$ cat src/hdl/sbb_pkg.sv
// Shared widths, register codes, defaults, types and the band edge function of the bar graph.
package sbb_pkg;

    // Field widths of the stream items and configuration registers.
    localparam int MAG_W   = 16;
    localparam int BAND_W  = 5;
    localparam int ROW_W   = 3;
    localparam int INTEN_W = 7;
    localparam int GAIN_W  = 8;
    localparam int CAP_W   = 3;
    localparam int BIN_W   = 7;
    localparam int FRAC_W  = 8;
    localparam int LEVEL_W = CAP_W + FRAC_W;
    localparam int ROOT_W  = MAG_W;
    localparam int PROD_W  = ROOT_W + GAIN_W;
    localparam int S_DATA_W = 16;
    localparam int M_DATA_W = 16;
    localparam int CFG_IDX_W  = 1;
    localparam int CFG_DATA_W = 8;

    // Defaults of the top-level parameters.
    localparam int NUM_BANDS_DEF = 22;
    localparam int MAX_BIN_DEF   = 100;
    localparam int NUM_ROWS_DEF  = 6;

    // Bands span this many octaves of bin count.
    localparam int OCTAVE_SPAN = 5;

    // Register indexes on the configuration channel.
    localparam logic [CFG_IDX_W-1:0] REG_LEVEL_GAIN = 1'b0;
    localparam logic [CFG_IDX_W-1:0] REG_LEVEL_CAP  = 1'b1;

    // Register reset values.
    localparam logic [GAIN_W-1:0] LEVEL_GAIN_RST = 8'd36;
    localparam logic [CAP_W-1:0]  LEVEL_CAP_RST  = 3'd6;

    // Full brightness in percent.
    localparam logic [INTEN_W-1:0] PERCENT_FULL = 7'd100;

    // One bar update handed to the row sequencer.
    typedef struct packed {
        logic [BAND_W-1:0]  band;
        logic [LEVEL_W-1:0] level;
    } sbb_update_t;

    // Exclusive end bin of band x: floor(2^(span*x/(nb-1))), at least one past the
    // previous end, limited to mb. Evaluated at elaboration only.
    function automatic logic [BIN_W-1:0] band_end_f(input int x, input int nb, input int mb);
        logic [159:0] pw;
        logic [159:0] lim;
        int start;
        int e_end;
        bit fits;
        start = 0;
        e_end = 1;
        for (int b = 0; b <= x; b++) begin
            e_end = 1;
            fits = 1'b1;
            lim = 160'd1 << (OCTAVE_SPAN * b);
            for (int e = 1; e <= 32; e++) begin
                if (fits) begin
                    pw = 160'd1;
                    for (int n = 0; n < nb - 1; n++) begin
                        pw = pw * 160'(e);
                    end
                    if (pw <= lim) begin
                        e_end = e;
                    end else begin
                        fits = 1'b0;
                    end
                end
            end
            if (e_end <= start) begin
                e_end = start + 1;
            end
            if (e_end > mb) begin
                e_end = mb;
            end
            if (e_end > start) begin
                start = e_end;
            end
        end
        return BIN_W'(e_end);
    endfunction

endpackage

$ cat src/hdl/spectrum_band_bargraph_top.sv
// Top level of the log-spaced spectrum bar graph: band grouping, peak hold and level store.
//
//  Channel | Direction | Handshake           | Payload
//  s_      | in        | s_tvalid / s_tready | s_tdata: magnitude; s_tuser: frame_start
//  m_      | out       | m_tvalid / m_tready | m_tdata: band, row, intensity; m_tlast: last
//  cfg_    | in        | cfg_valid/cfg_ready | cfg_index, cfg_data
//
// A bin that does not close a band leaves the controller idle. A bin that closes a band and
// changes its bar passes through 16 root steps, 8 multiply steps, a saturation step and one row
// per cycle into the output register before the next input transfer; an unchanged level skips
// the row phase. Output stalls lengthen the row phase; no input is taken until the last row is
// registered. Reset is synchronous and clears the previous-level store.
module spectrum_band_bargraph_top #(
    parameter int NUM_BANDS = sbb_pkg::NUM_BANDS_DEF,
    parameter int MAX_BIN   = sbb_pkg::MAX_BIN_DEF,
    parameter int NUM_ROWS  = sbb_pkg::NUM_ROWS_DEF
) (
    input  logic                              aclk,
    input  logic                              aresetn,
    input  logic                              s_tvalid,
    output logic                              s_tready,
    input  logic [sbb_pkg::S_DATA_W-1:0]      s_tdata,   // [15:0] magnitude
    input  logic [0:0]                        s_tuser,   // [0] frame_start
    output logic                              m_tvalid,
    input  logic                              m_tready,
    output logic [sbb_pkg::M_DATA_W-1:0]      m_tdata,   // [4:0] band, [7:5] row,
                                                         // [14:8] intensity, [15] zero
    output logic                              m_tlast,   // last row of a band update
    input  logic                              cfg_valid,
    output logic                              cfg_ready,
    input  logic [sbb_pkg::CFG_IDX_W-1:0]     cfg_index,
    input  logic [sbb_pkg::CFG_DATA_W-1:0]    cfg_data
);

    localparam int BIDX_W = $clog2(NUM_BANDS);

    localparam logic [2:0] ST_IDLE  = 3'd0;
    localparam logic [2:0] ST_ROOT  = 3'd1;
    localparam logic [2:0] ST_SCALE = 3'd2;
    localparam logic [2:0] ST_ROWS  = 3'd3;

    logic [2:0]                       state_reg;
    logic [2:0]                       state_next;
    logic [sbb_pkg::GAIN_W-1:0]       gain_reg;
    logic [sbb_pkg::CAP_W-1:0]        cap_reg;
    logic [sbb_pkg::MAG_W-1:0]        band_peak_reg;
    logic [sbb_pkg::BIN_W-1:0]        bin_counter_reg;
    logic [BIDX_W-1:0]                band_index_reg;
    logic [BIDX_W-1:0]                cur_band_reg;
    logic [sbb_pkg::LEVEL_W-1:0]      prev_level_reg [NUM_BANDS];
    logic [sbb_pkg::BIN_W-1:0]        band_end_tab [NUM_BANDS];

    logic                             in_xfer;
    logic [sbb_pkg::MAG_W-1:0]        magnitude;
    logic                             frame_start;
    logic [sbb_pkg::BIN_W-1:0]        end_cur;
    logic                             in_band;
    logic                             closes_band;
    logic [sbb_pkg::MAG_W-1:0]        peak_new;
    logic                             root_start;
    logic                             root_done;
    logic [sbb_pkg::ROOT_W-1:0]       root;
    logic                             scale_done;
    logic [sbb_pkg::LEVEL_W-1:0]      scale_level;
    logic                             level_changed;
    logic                             rows_start;
    logic                             rows_busy;
    sbb_pkg::sbb_update_t             rows_req;

    // Band edge table, fixed at elaboration.
    for (genvar g = 0; g < NUM_BANDS; g++) begin : g_edge
        assign band_end_tab[g] = sbb_pkg::band_end_f(g, NUM_BANDS, MAX_BIN);
    end

    // Input decode and band membership of the incoming bin.
    always_comb begin
        magnitude   = s_tdata[sbb_pkg::MAG_W-1:0];
        frame_start = s_tuser[0];
        in_xfer     = s_tvalid && s_tready;
        end_cur     = band_end_tab[band_index_reg];
        in_band     = (bin_counter_reg < end_cur);
        closes_band = in_band
                   && (({1'b0, bin_counter_reg} + 1'b1) == {1'b0, end_cur});
        peak_new    = (magnitude > band_peak_reg) ? magnitude : band_peak_reg;
        root_start  = in_xfer && !frame_start && closes_band;
        level_changed = (scale_level != prev_level_reg[cur_band_reg]);
        rows_start  = (state_reg == ST_SCALE) && scale_done && level_changed;
        rows_req.band  = sbb_pkg::BAND_W'(cur_band_reg);
        rows_req.level = scale_level;
    end

    // Sequencer of one band update.
    always_comb begin
        state_next = state_reg;
        case (state_reg)
            ST_IDLE: begin
                if (root_start) begin
                    state_next = ST_ROOT;
                end
            end
            ST_ROOT: begin
                if (root_done) begin
                    state_next = ST_SCALE;
                end
            end
            ST_SCALE: begin
                if (scale_done) begin
                    state_next = level_changed ? ST_ROWS : ST_IDLE;
                end
            end
            ST_ROWS: begin
                if (!rows_busy) begin
                    state_next = ST_IDLE;
                end
            end
            default: begin
                state_next = ST_IDLE;
            end
        endcase
    end

    always_ff @(posedge aclk) begin
        if (!aresetn) begin
            state_reg <= ST_IDLE;
        end else begin
            state_reg <= state_next;
        end
    end

    assign s_tready = (state_reg == ST_IDLE);

    // Configuration registers; every write is taken at once.
    assign cfg_ready = 1'b1;

    always_ff @(posedge aclk) begin
        if (!aresetn) begin
            gain_reg <= sbb_pkg::LEVEL_GAIN_RST;
            cap_reg  <= sbb_pkg::LEVEL_CAP_RST;
        end else if (cfg_valid && cfg_ready) begin
            case (cfg_index)
                sbb_pkg::REG_LEVEL_GAIN: gain_reg <= cfg_data[sbb_pkg::GAIN_W-1:0];
                sbb_pkg::REG_LEVEL_CAP:  cap_reg  <= cfg_data[sbb_pkg::CAP_W-1:0];
                default: begin
                end
            endcase
        end
    end

    // Bin counting, band stepping and peak hold.
    always_ff @(posedge aclk) begin
        if (!aresetn) begin
            band_peak_reg   <= '0;
            bin_counter_reg <= '0;
            band_index_reg  <= '0;
        end else if (in_xfer) begin
            if (frame_start) begin
                band_peak_reg   <= '0;
                bin_counter_reg <= '0;
                band_index_reg  <= '0;
            end else begin
                if (bin_counter_reg != '1) begin
                    bin_counter_reg <= bin_counter_reg + 1'b1;
                end
                if (closes_band) begin
                    band_peak_reg <= '0;
                    if (band_index_reg != BIDX_W'(NUM_BANDS - 1)) begin
                        band_index_reg <= band_index_reg + 1'b1;
                    end
                end else if (in_band) begin
                    band_peak_reg <= peak_new;
                end
            end
        end
    end

    always_ff @(posedge aclk) begin
        if (root_start) begin
            cur_band_reg <= band_index_reg;
        end
    end

    // Previous level of every band, cleared by reset.
    always_ff @(posedge aclk) begin
        if (!aresetn) begin
            for (int i = 0; i < NUM_BANDS; i++) begin
                prev_level_reg[i] <= '0;
            end
        end else if (rows_start) begin
            prev_level_reg[cur_band_reg] <= scale_level;
        end
    end

    sbb_isqrt u_isqrt (
        .aclk     (aclk),
        .aresetn  (aresetn),
        .start    (root_start),
        .radicand (peak_new),
        .done     (root_done),
        .root     (root)
    );

    sbb_scale u_scale (
        .aclk    (aclk),
        .aresetn (aresetn),
        .start   ((state_reg == ST_ROOT) && root_done),
        .root    (root),
        .gain    (gain_reg),
        .cap     (cap_reg),
        .done    (scale_done),
        .level   (scale_level)
    );

    sbb_rows #(
        .NUM_ROWS (NUM_ROWS)
    ) u_rows (
        .aclk     (aclk),
        .aresetn  (aresetn),
        .start    (rows_start),
        .req      (rows_req),
        .busy     (rows_busy),
        .m_tvalid (m_tvalid),
        .m_tready (m_tready),
        .m_tdata  (m_tdata),
        .m_tlast  (m_tlast)
    );

`ifndef SYNTH
    // The band pointer never runs past the last band.
    a_band_index_range: assert property (@(posedge aclk) disable iff (!aresetn)
        band_index_reg <= BIDX_W'(NUM_BANDS - 1))
        else $error("band index beyond last band");

    // A finished level never exceeds the configured cap.
    a_level_capped: assert property (@(posedge aclk) disable iff (!aresetn)
        scale_done |-> (scale_level <= {cap_reg, {sbb_pkg::FRAC_W{1'b0}}}))
        else $error("level above cap");

    // The row sequencer only runs while the controller waits for it.
    a_rows_in_state: assert property (@(posedge aclk) disable iff (!aresetn)
        rows_busy |-> (state_reg == ST_ROWS))
        else $error("row sequencer busy outside row phase");

    // The peak of a closed band is cleared before the next band collects.
    a_peak_cleared: assert property (@(posedge aclk) disable iff (!aresetn)
        root_start |=> (band_peak_reg == '0))
        else $error("band peak not cleared after band close");
`endif

endmodule

$ cat src/hdl/sbb_isqrt.sv
// Bit-serial integer square root of a band peak with ROOT_W zero bits appended, one root bit per cycle.
module sbb_isqrt (
    input  logic                        aclk,
    input  logic                        aresetn,
    input  logic                        start,
    input  logic [sbb_pkg::MAG_W-1:0]   radicand,
    output logic                        done,
    output logic [sbb_pkg::ROOT_W-1:0]  root
);

    localparam int ITER  = sbb_pkg::ROOT_W;
    localparam int CNT_W = $clog2(ITER);
    localparam int REM_W = sbb_pkg::ROOT_W + 4;
    localparam int VAL_W = 2 * sbb_pkg::ROOT_W;

    logic [VAL_W-1:0]             val_reg;
    logic [REM_W-1:0]             rem_reg;
    logic [sbb_pkg::ROOT_W-1:0]   root_reg;
    logic [CNT_W-1:0]             cnt_reg;
    logic                         busy_reg;
    logic                         done_reg;
    logic [REM_W-1:0]             rem_shift;
    logic [REM_W-1:0]             trial;
    logic                         take;

    // Bring down the next two radicand bits and try the next root bit.
    always_comb begin
        rem_shift = {rem_reg[REM_W-3:0], val_reg[VAL_W-1 -: 2]};
        trial     = {2'b00, root_reg, 2'b01};
        take      = (rem_shift >= trial);
    end

    // Iteration control.
    always_ff @(posedge aclk) begin
        if (!aresetn) begin
            busy_reg <= 1'b0;
            done_reg <= 1'b0;
            cnt_reg  <= '0;
        end else begin
            done_reg <= 1'b0;
            if (start) begin
                busy_reg <= 1'b1;
                cnt_reg  <= '0;
            end else if (busy_reg) begin
                cnt_reg <= cnt_reg + 1'b1;
                if (cnt_reg == CNT_W'(ITER - 1)) begin
                    busy_reg <= 1'b0;
                    done_reg <= 1'b1;
                end
            end
        end
    end

    // Datapath: radicand shifter, partial remainder and root.
    always_ff @(posedge aclk) begin
        if (start) begin
            val_reg  <= {radicand, {sbb_pkg::ROOT_W{1'b0}}};
            rem_reg  <= '0;
            root_reg <= '0;
        end else if (busy_reg) begin
            val_reg  <= {val_reg[VAL_W-3:0], 2'b00};
            rem_reg  <= take ? (rem_shift - trial) : rem_shift;
            root_reg <= {root_reg[sbb_pkg::ROOT_W-2:0], take};
        end
    end

    assign done = done_reg;
    assign root = root_reg;

endmodule

$ cat src/hdl/sbb_scale.sv
// Serial gain multiplier on the root, followed by saturation to the bar cap in Q3.8.
module sbb_scale (
    input  logic                         aclk,
    input  logic                         aresetn,
    input  logic                         start,
    input  logic [sbb_pkg::ROOT_W-1:0]   root,
    input  logic [sbb_pkg::GAIN_W-1:0]   gain,
    input  logic [sbb_pkg::CAP_W-1:0]    cap,
    output logic                         done,
    output logic [sbb_pkg::LEVEL_W-1:0]  level
);

    localparam int CNT_W = $clog2(sbb_pkg::GAIN_W);
    localparam int HI_W  = sbb_pkg::PROD_W - sbb_pkg::FRAC_W;

    logic [sbb_pkg::PROD_W-1:0]   acc_reg;
    logic [sbb_pkg::PROD_W-1:0]   acc_next;
    logic [sbb_pkg::GAIN_W-1:0]   gain_sh_reg;
    logic [sbb_pkg::ROOT_W-1:0]   root_reg;
    logic [CNT_W-1:0]             cnt_reg;
    logic                         busy_reg;
    logic                         sat_reg;
    logic                         done_reg;
    logic [sbb_pkg::LEVEL_W-1:0]  level_reg;
    logic [sbb_pkg::LEVEL_W-1:0]  cap_level;
    logic [HI_W-1:0]              prod_hi;

    // Shift-and-add, gain bits taken most significant first.
    always_comb begin
        acc_next = {acc_reg[sbb_pkg::PROD_W-2:0], 1'b0}
                 + (gain_sh_reg[sbb_pkg::GAIN_W-1]
                    ? sbb_pkg::PROD_W'(root_reg) : '0);
        prod_hi   = acc_reg[sbb_pkg::PROD_W-1:sbb_pkg::FRAC_W];
        cap_level = {cap, {sbb_pkg::FRAC_W{1'b0}}};
    end

    // Sequencing: multiply steps, then a saturation step.
    always_ff @(posedge aclk) begin
        if (!aresetn) begin
            busy_reg <= 1'b0;
            sat_reg  <= 1'b0;
            done_reg <= 1'b0;
            cnt_reg  <= '0;
        end else begin
            done_reg <= 1'b0;
            sat_reg  <= 1'b0;
            if (start) begin
                busy_reg <= 1'b1;
                cnt_reg  <= '0;
            end else if (busy_reg) begin
                cnt_reg <= cnt_reg + 1'b1;
                if (cnt_reg == CNT_W'(sbb_pkg::GAIN_W - 1)) begin
                    busy_reg <= 1'b0;
                    sat_reg  <= 1'b1;
                end
            end else if (sat_reg) begin
                done_reg <= 1'b1;
            end
        end
    end

    // Datapath.
    always_ff @(posedge aclk) begin
        if (start) begin
            acc_reg     <= '0;
            gain_sh_reg <= gain;
            root_reg    <= root;
        end else if (busy_reg) begin
            acc_reg     <= acc_next;
            gain_sh_reg <= {gain_sh_reg[sbb_pkg::GAIN_W-2:0], 1'b0};
        end
        if (sat_reg) begin
            if (prod_hi > HI_W'(cap_level)) begin
                level_reg <= cap_level;
            end else begin
                level_reg <= prod_hi[sbb_pkg::LEVEL_W-1:0];
            end
        end
    end

    assign done  = done_reg;
    assign level = level_reg;

endmodule

$ cat src/hdl/sbb_rows.sv
// Row sequencer: one intensity transfer per LED row through a registered output stage.
module sbb_rows #(
    parameter int NUM_ROWS = sbb_pkg::NUM_ROWS_DEF
) (
    input  logic                           aclk,
    input  logic                           aresetn,
    input  logic                           start,
    input  sbb_pkg::sbb_update_t           req,
    output logic                           busy,
    output logic                           m_tvalid,
    input  logic                           m_tready,
    output logic [sbb_pkg::M_DATA_W-1:0]   m_tdata,
    output logic                           m_tlast
);

    localparam int RW = (NUM_ROWS > 1) ? $clog2(NUM_ROWS) : 1;
    localparam int PCT_PROD_W = sbb_pkg::FRAC_W + sbb_pkg::INTEN_W;
    localparam int PAD_W = sbb_pkg::M_DATA_W - sbb_pkg::BAND_W - sbb_pkg::ROW_W
                         - sbb_pkg::INTEN_W;

    logic                          busy_reg;
    logic [RW-1:0]                 row_reg;
    logic [sbb_pkg::BAND_W-1:0]    band_reg;
    logic [sbb_pkg::CAP_W-1:0]     whole_reg;
    logic [sbb_pkg::FRAC_W-1:0]    frac_reg;
    logic                          tvalid_reg;
    logic [sbb_pkg::M_DATA_W-1:0]  tdata_reg;
    logic                          tlast_reg;
    logic                          load_out;
    logic                          row_last;
    logic [sbb_pkg::ROW_W-1:0]     row_ext;
    logic [PCT_PROD_W-1:0]         pct_prod;
    logic [sbb_pkg::INTEN_W-1:0]   intensity;

    // Intensity of the current row against the integer and fractional level.
    always_comb begin
        row_ext  = sbb_pkg::ROW_W'(row_reg);
        row_last = (row_reg == RW'(NUM_ROWS - 1));
        pct_prod = PCT_PROD_W'(frac_reg) * PCT_PROD_W'(sbb_pkg::PERCENT_FULL);
        if (row_ext < whole_reg) begin
            intensity = sbb_pkg::PERCENT_FULL;
        end else if (row_ext == whole_reg) begin
            intensity = pct_prod[PCT_PROD_W-1:sbb_pkg::FRAC_W];
        end else begin
            intensity = '0;
        end
        load_out = busy_reg && (!tvalid_reg || m_tready);
    end

    // Row stepping.
    always_ff @(posedge aclk) begin
        if (!aresetn) begin
            busy_reg <= 1'b0;
            row_reg  <= '0;
        end else if (start) begin
            busy_reg <= 1'b1;
            row_reg  <= '0;
        end else if (load_out) begin
            row_reg <= row_reg + 1'b1;
            if (row_last) begin
                busy_reg <= 1'b0;
            end
        end
    end

    // Captured update.
    always_ff @(posedge aclk) begin
        if (start) begin
            band_reg  <= req.band;
            whole_reg <= req.level[sbb_pkg::LEVEL_W-1:sbb_pkg::FRAC_W];
            frac_reg  <= req.level[sbb_pkg::FRAC_W-1:0];
        end
    end

    // Output register: a transfer leaves when the sink takes it.
    always_ff @(posedge aclk) begin
        if (!aresetn) begin
            tvalid_reg <= 1'b0;
        end else if (load_out) begin
            tvalid_reg <= 1'b1;
        end else if (m_tready) begin
            tvalid_reg <= 1'b0;
        end
    end

    always_ff @(posedge aclk) begin
        if (load_out) begin
            tdata_reg <= {{PAD_W{1'b0}}, intensity, row_ext, band_reg};
            tlast_reg <= row_last;
        end
    end

    assign busy     = busy_reg;
    assign m_tvalid = tvalid_reg;
    assign m_tdata  = tdata_reg;
    assign m_tlast  = tlast_reg;

endmodule

$ cat config.mk
export PLATFORM = sky130hd
export DESIGN_NAME = spectrum_band_bargraph_top
export DESIGN_NICKNAME = d
export VERILOG_FILES = /design/src/hdl/sbb_pkg.sv /design/src/hdl/spectrum_band_bargraph_top.sv /design/src/hdl/sbb_isqrt.sv /design/src/hdl/sbb_scale.sv /design/src/hdl/sbb_rows.sv
export SDC_FILE = /design/constraint.sdc
export NUM_CORES = 1
export LEC_CHECK = 0
export BUFFER_PORTS_ARGS = -buffer_cell sky130_fd_sc_hd__buf_4
export CAP_MARGIN = 20
export CORE_MARGIN = 3
export CORE_UTILIZATION = 40
export CTS_BUF_LIST = sky130_fd_sc_hd__clkbuf_4 sky130_fd_sc_hd__clkbuf_8
export DETAILED_ROUTE_END_ITERATION = 7
export PLACE_DENSITY = 0.54
export SYNTH_ARGS = -nofsm -noshare
export SYNTH_HDL_FRONTEND = slang
export SYNTH_SLANG_ARGS = --single-unit
$ cat constraint.sdc
create_clock -name aclk -period 4.8 [get_ports aclk]
set_input_delay 0.96 -clock aclk [delete_from_list [all_inputs] [get_ports aclk]]
set_output_delay 0.96 -clock aclk [all_outputs]
set_load 0.01 [all_outputs]
## Word level (Yosys, flattened, before mapping)

Memory sizes are Yosys's and may differ from the RTL's. A register that Yosys moved wholly into a read port is not among the register bits.
Cells that the tools add are included.

| operators by class | value |
|---|---|
| $add $sub $neg | 8 |
| multiply operators | 1 |
| divide/modulo/power cells | 0 |
| magnitude comparators | 6 |
| eq/ne operators | 15 |
| shift operators | 0 |
| multiplexer cells | 47 |
| bitwise gates (word level) | 6 |
| reduce and logical (&&, ||, !) cells | 36 |

Operators by type and width:

| cell | number |
|---|---|
| two-way mux 16 bit | 5 |
| two-way mux 32 bit | 2 |
| two-way mux 7 bit | 5 |
| two-way mux 5 bit | 5 |
| adder 24 bit | 1 |
| two-way mux 11 bit | 2 |
| >= comparator 20 x 18 -> 1 bit | 1 |
| two-way mux 1 bit | 19 |
| two-way mux 18 bit | 1 |
| subtractor 18 bit | 1 |
| > comparator 16 x 11 -> 1 bit | 1 |
| > comparator 16 bit | 1 |
| two-way mux 8 bit | 2 |
| nonzero test 2 bit | 8 |
| multiplier 8 x 5 -> 13 bit (second input constant) | 1 |
| two-way mux 3 bit | 4 |
| case mux 3 bit (4 select lines) | 1 |
| inequality test 11 bit | 1 |
| OR reduction 11 bit | 1 |
| AND reduction 2 bit | 5 |
| OR reduction 3 bit | 3 |
| adder 7 x 1 -> 8 bit (second input constant) | 1 |
| equality test 8 x 7 -> 1 bit | 1 |
| logical AND 1 bit | 8 |
| 26 further kinds | 39 |

| word-level totals | value |
|---|---|
| flip-flop bits (word level) | 205 |
| bits in latches | 0 |
| RAM bits | 242 |
| bits in read-only memories | 224 |
| bits of input ports | 31 |
| word-level logic and storage cells | 153 |
| memories kept | 2 |

Memory list:

| memory | depth | bits a word | rd ports | clocked after memory_dff | write ports | RTL line | text |
|---|---|---|---|---|---|---|---|
| prev_level_reg | 22 | 11 | 1 | 1 | 22 | spectrum_band_bargraph_top.sv:50 | `logic [sbb_pkg::LEVEL_W-1:0] prev_level_reg [NUM_BANDS];` |
| (name not given) | 32 | 7 | 1 | 0 | 0 | spectrum_band_bargraph_top.sv:80 | `end_cur = band_end_tab[band_index_reg];` |

## Longest topological paths before layout

| depth | value |
|---|---|
| depth after elaboration | 9 |
| mapped depth | 16 |

## Hierarchy

From an unflattened synthesis, not the netlist that was laid out.

| unflattened totals | value |
|---|---|
| cell total of the unflattened synthesis | 2,139 |
| area total of the unflattened synthesis | 27,182.3 sq um |

Modules (own cells, without submodules):

| module | times used | cells each | area each (sq um) |
|---|---|---|---|
| spectrum_band_bargraph_top | 1 | 1,323 | 18,421.4 |
| sbb_isqrt | 1 | 358 | 3,424.5 |
| sbb_scale | 1 | 308 | 3,357.0 |
| sbb_rows | 1 | 150 | 1,979.4 |

## Worst setup path before layout

Ideal clock, no wire load.

| timing path | value |
|---|---|
| path type | register to register |
| start point | reg (tool-made name) |
| end point | mem prev_level_reg[20][0] (netlist name) (enable) |
| arrival | 4.011 ns |
| data required time | 4.388 ns |
| path slack | 0.377 ns |
| cell stages (with the launch flop) | 12 |
| path through | dfxtp_1 buf_4 buf_4 mux4_2 a22o_1 nor4_1 xor2_1 nand4_1 nor4_4 or4b_1 buf_2 o41ai_1 |

RTL lines:

| element | RTL line |
|---|---|
| end: declaration | spectrum_band_bargraph_top.sv:50 |

==> impl_metrics.csv <==
group,metric,value,unit
run_status,status,"finished, final reports clean",
detailed_routing,wire_per_inst,22.24,um
clock_tree,cts-root-buf,"clkbuf_8",
detailed_routing,remaining_drc_errors,0,
logic_synthesis,ys_seq_area_frac,0.5757,
logic_synthesis,synth.top_cell.area_share,0.4865,
sta,hold_viol,0,
min_path,whs_path_depth,0,
logic_synthesis,yosys.area.top_type,"edfxtp_1",
clock_tree,cts_setup_buffers,0,
grt,grt_pass1_wl,108800,um
sta,timing.final.crit_share,0.9313,
clock_tree,cts.sinks,561,
detailed_routing,drtPass1Iterations,5,
sta,layout_min_cycle_time,4.470,ns
grt,grt-ovfl-total,0,
logic_synthesis,synth_nets,2298,
setup_path,setup.worst_path.start_class,"register",
setup_path,critPathKind,"register to register",
grt,grt_max_degree,77,
setup_path,ff2ff_path_depth,11,
logic_synthesis,ys_ff_latch,561,
min_path,hold_class,"register to register",
clock_tree,cts_buffers,97,
logic_synthesis,avgSynthCellArea,12.56,um^2
clock_tree,clock_path_buffers,3,
sta,setup_viol,0,
final_layout,drive_above_1_share,0.2035,
die,die_area,0.07106,mm^2
setup_path,cp_max_fo,17,
power,switching_power,0.003743,W
final_layout,nets,2399,
power,swShare,0.2954,
final_layout,largest_reg_flops,352,
clock_tree,cts_tree,"yes",
clock_tree,clk_pin_slew_worst_paths,0.06,ns
logic_synthesis,async_flop_share,0,
power,p_per_area,412.9,mW/mm^2
power,power_leakage,10.46,nW
logic_synthesis,netlist_top_cells_area,"edfxtp_1 49%, dfxtp_1 8.9%, mux4_2 5.6%",
place,post-place-ws,0.3061,ns
power,p_int,0.008929,W
grt,grt_use_total,0.2023,
logic_synthesis,syn_inst,2163,
sta,drv_slew,0,
power,total_power,0.01267,W
die,fp-row-count,94,
final_layout,final_cell_mix,"440 x edfxtp_1, 183 x nor3_1, 167 x nand2_1, 130 x buf_4, 117 x dfxtp_1",
clock_tree,cts_resized,0,
detailed_routing,via_per_inst,5.531,
sta,postLayoutSetupSlackWorst,0.3298,ns
clock_tree,cts_htree_levels,3,
clock_tree,ctsHoldBuffers,0,
setup_path,arrival,4.84,ns
logic_synthesis,post_synth_instance_area,0.02716,mm^2
detailed_routing,drt_wl_total,71380,um
logic_synthesis,synth_edf_count,440,
power,power_frac_clock,0.340,
sta,rsz0062_at_grt,"false",
grt,antenna_found_initial,2,
die,die_height,266.6,um
power,p_comb_frac,0.210,
detailed_routing,vias,17750,
die,ios,51,
sta,max_slew_margin,0.3136,
place,place.port_buffers,48,
final_layout,final_common_cell,"edfxtp_1",
logic_synthesis,yosysWarnings,0,
final_layout,areaGrowthSynthToFinish,13.01,%
power,power_frac_seq,0.450,
logic_synthesis,ys.flop_type,"edfxtp_1",
final_layout,final_util,0.4619,
sta,finClkSkew,0.03653,ns
detailed_routing,initialDrtViolationCount,1345,
sta,max_freq,223.7,MHz
logic_synthesis,synth.distinct_cells,68,
place,routabilityCongestion,0.8600,
sta,tightest_slew,1.030,ns
die,die_w,266.6,um
detailed_routing,antenna_left,0,
grt,grt_pass1_vias,17940,
die,start_util,0.4087,
sta,fin_setup_tns,0,ns
run,cap_viol_max_count,0,
die,design.core.area,0.06645,mm^2
place,place_hpwl,47390,um
power,peakVddDrop,364.1,uV
setup_path,cp_data_required_time,5.17,ns
clock_tree,clk_latency,0.69,ns
setup_path,cp-end-kind,"register",
-- Yosys cell counts (15+ instances only) --
cell and n:
clkbuf_1 73, buf_4 18, a21oi_1 44, and2_1 32, nand2_1 167, inv_1 88, buf_2 25, xor2_1 15
nor2b_1 21, mux4_2 68, dfxtp_1 121, nor3_2 80, xnor2_1 48, nor2_1 114, edfxtp_1 440, buf_6 15
mux2i_1 110, o21a_1 15, nand3_1 38, a211oi_1 31, a22oi_1 20, ha_1 101, a21boi_0 17, a22o_1 19
nor3_1 183, o21ai_0 82
-- power groups by stage --
stage	Clock, W	Combinational [W]	Sequential (W)
6_report	0.00431	0.00266	0.00570
5_1_grt	0.00464	0.00294	0.00574
4_1_cts	0.00443	0.00268	0.00571
3_5_place_dp	0	0.00266	0.00581
3_3_place_gp	0	0.00263	0.00580
2_1_floorplan	0	0.00204	0.00569
-- kinds of logic (layout without fill, tap and decap cells) --
logic type	Yosys count	count (layout)	share of synthesized area
AOI/OAI and AO/OA	298	298	0.07237
DFF	561	561	0.5757
muxes	183	183	0.09900
adders and majority gates	104	104	0.04874
and+or+nand+nor	723	723	0.1442
buffers and inverters	229	410	0.03943
other	2	3	0.0002765
xor gates and xnor gates	63	63	0.02032
-- metal layers --
layer | part of all wire | global-route usage | routed length, um | vias up
li1 | - | - | - | 8308
met3 | 0.064 | 0.04932 | 4549 | 150
met4 | 0.035 | 0.07587 | 2487 | 0
met5 | 0 | 0 | 0 | -
met2 | 0.46 | 0.3206 | 33010 | 524
met1 | 0.44 | 0.2705 | 31330 | 8767
-- worst max-delay path, cell delays in order (launching register included) --
cell and delay, ns:
dfxtp_4 0.58, buf_4 0.25, mux4_2 0.51, a22oi_1 0.43, o21ai_0 0.17, a211oi_1 0.32, xor2_1 0.12, nand4_1 0.17
nor4_4 0.09, or4b_2 0.91, o41ai_2 0.30, buf_4 0.26
-- layout make-up --
cell class	count	area, um^2
clock inverter	52	310.3
tap	864	1081
sequential	561	15650
multi-input combinational	1373	10500
fill	6074	35760
inverter	88	332.8
timing repair buffer	143	1236
antenna	1	2.502
clock buffer	127	1592
-- metrics by stage --
stage               cell area (um^2)  hold slack [ns]  cells
finish                         30690           0.4213   3209
global route                   30690           0.4420   3209
CTS                            30690           0.4227   3208
detailed placement             28790           0.4072   3029
global placement               28790           0.4040   3029
floorplan                      27160           0.4003   2163
-- worst paths after layout --
kind	start	end	slack [ns]
min	u_rows.band_reg[0]	u_rows.m_tdata[0]	0.42
max reg2reg	register	prev_level_reg[20][3]	0.33
max	register	prev_level_reg[20][3]	0.33
min reg2reg	u_rows.band_reg[0]	u_rows.m_tdata[0]	0.42
Note: power is estimated with default switching activity, not from simulation.
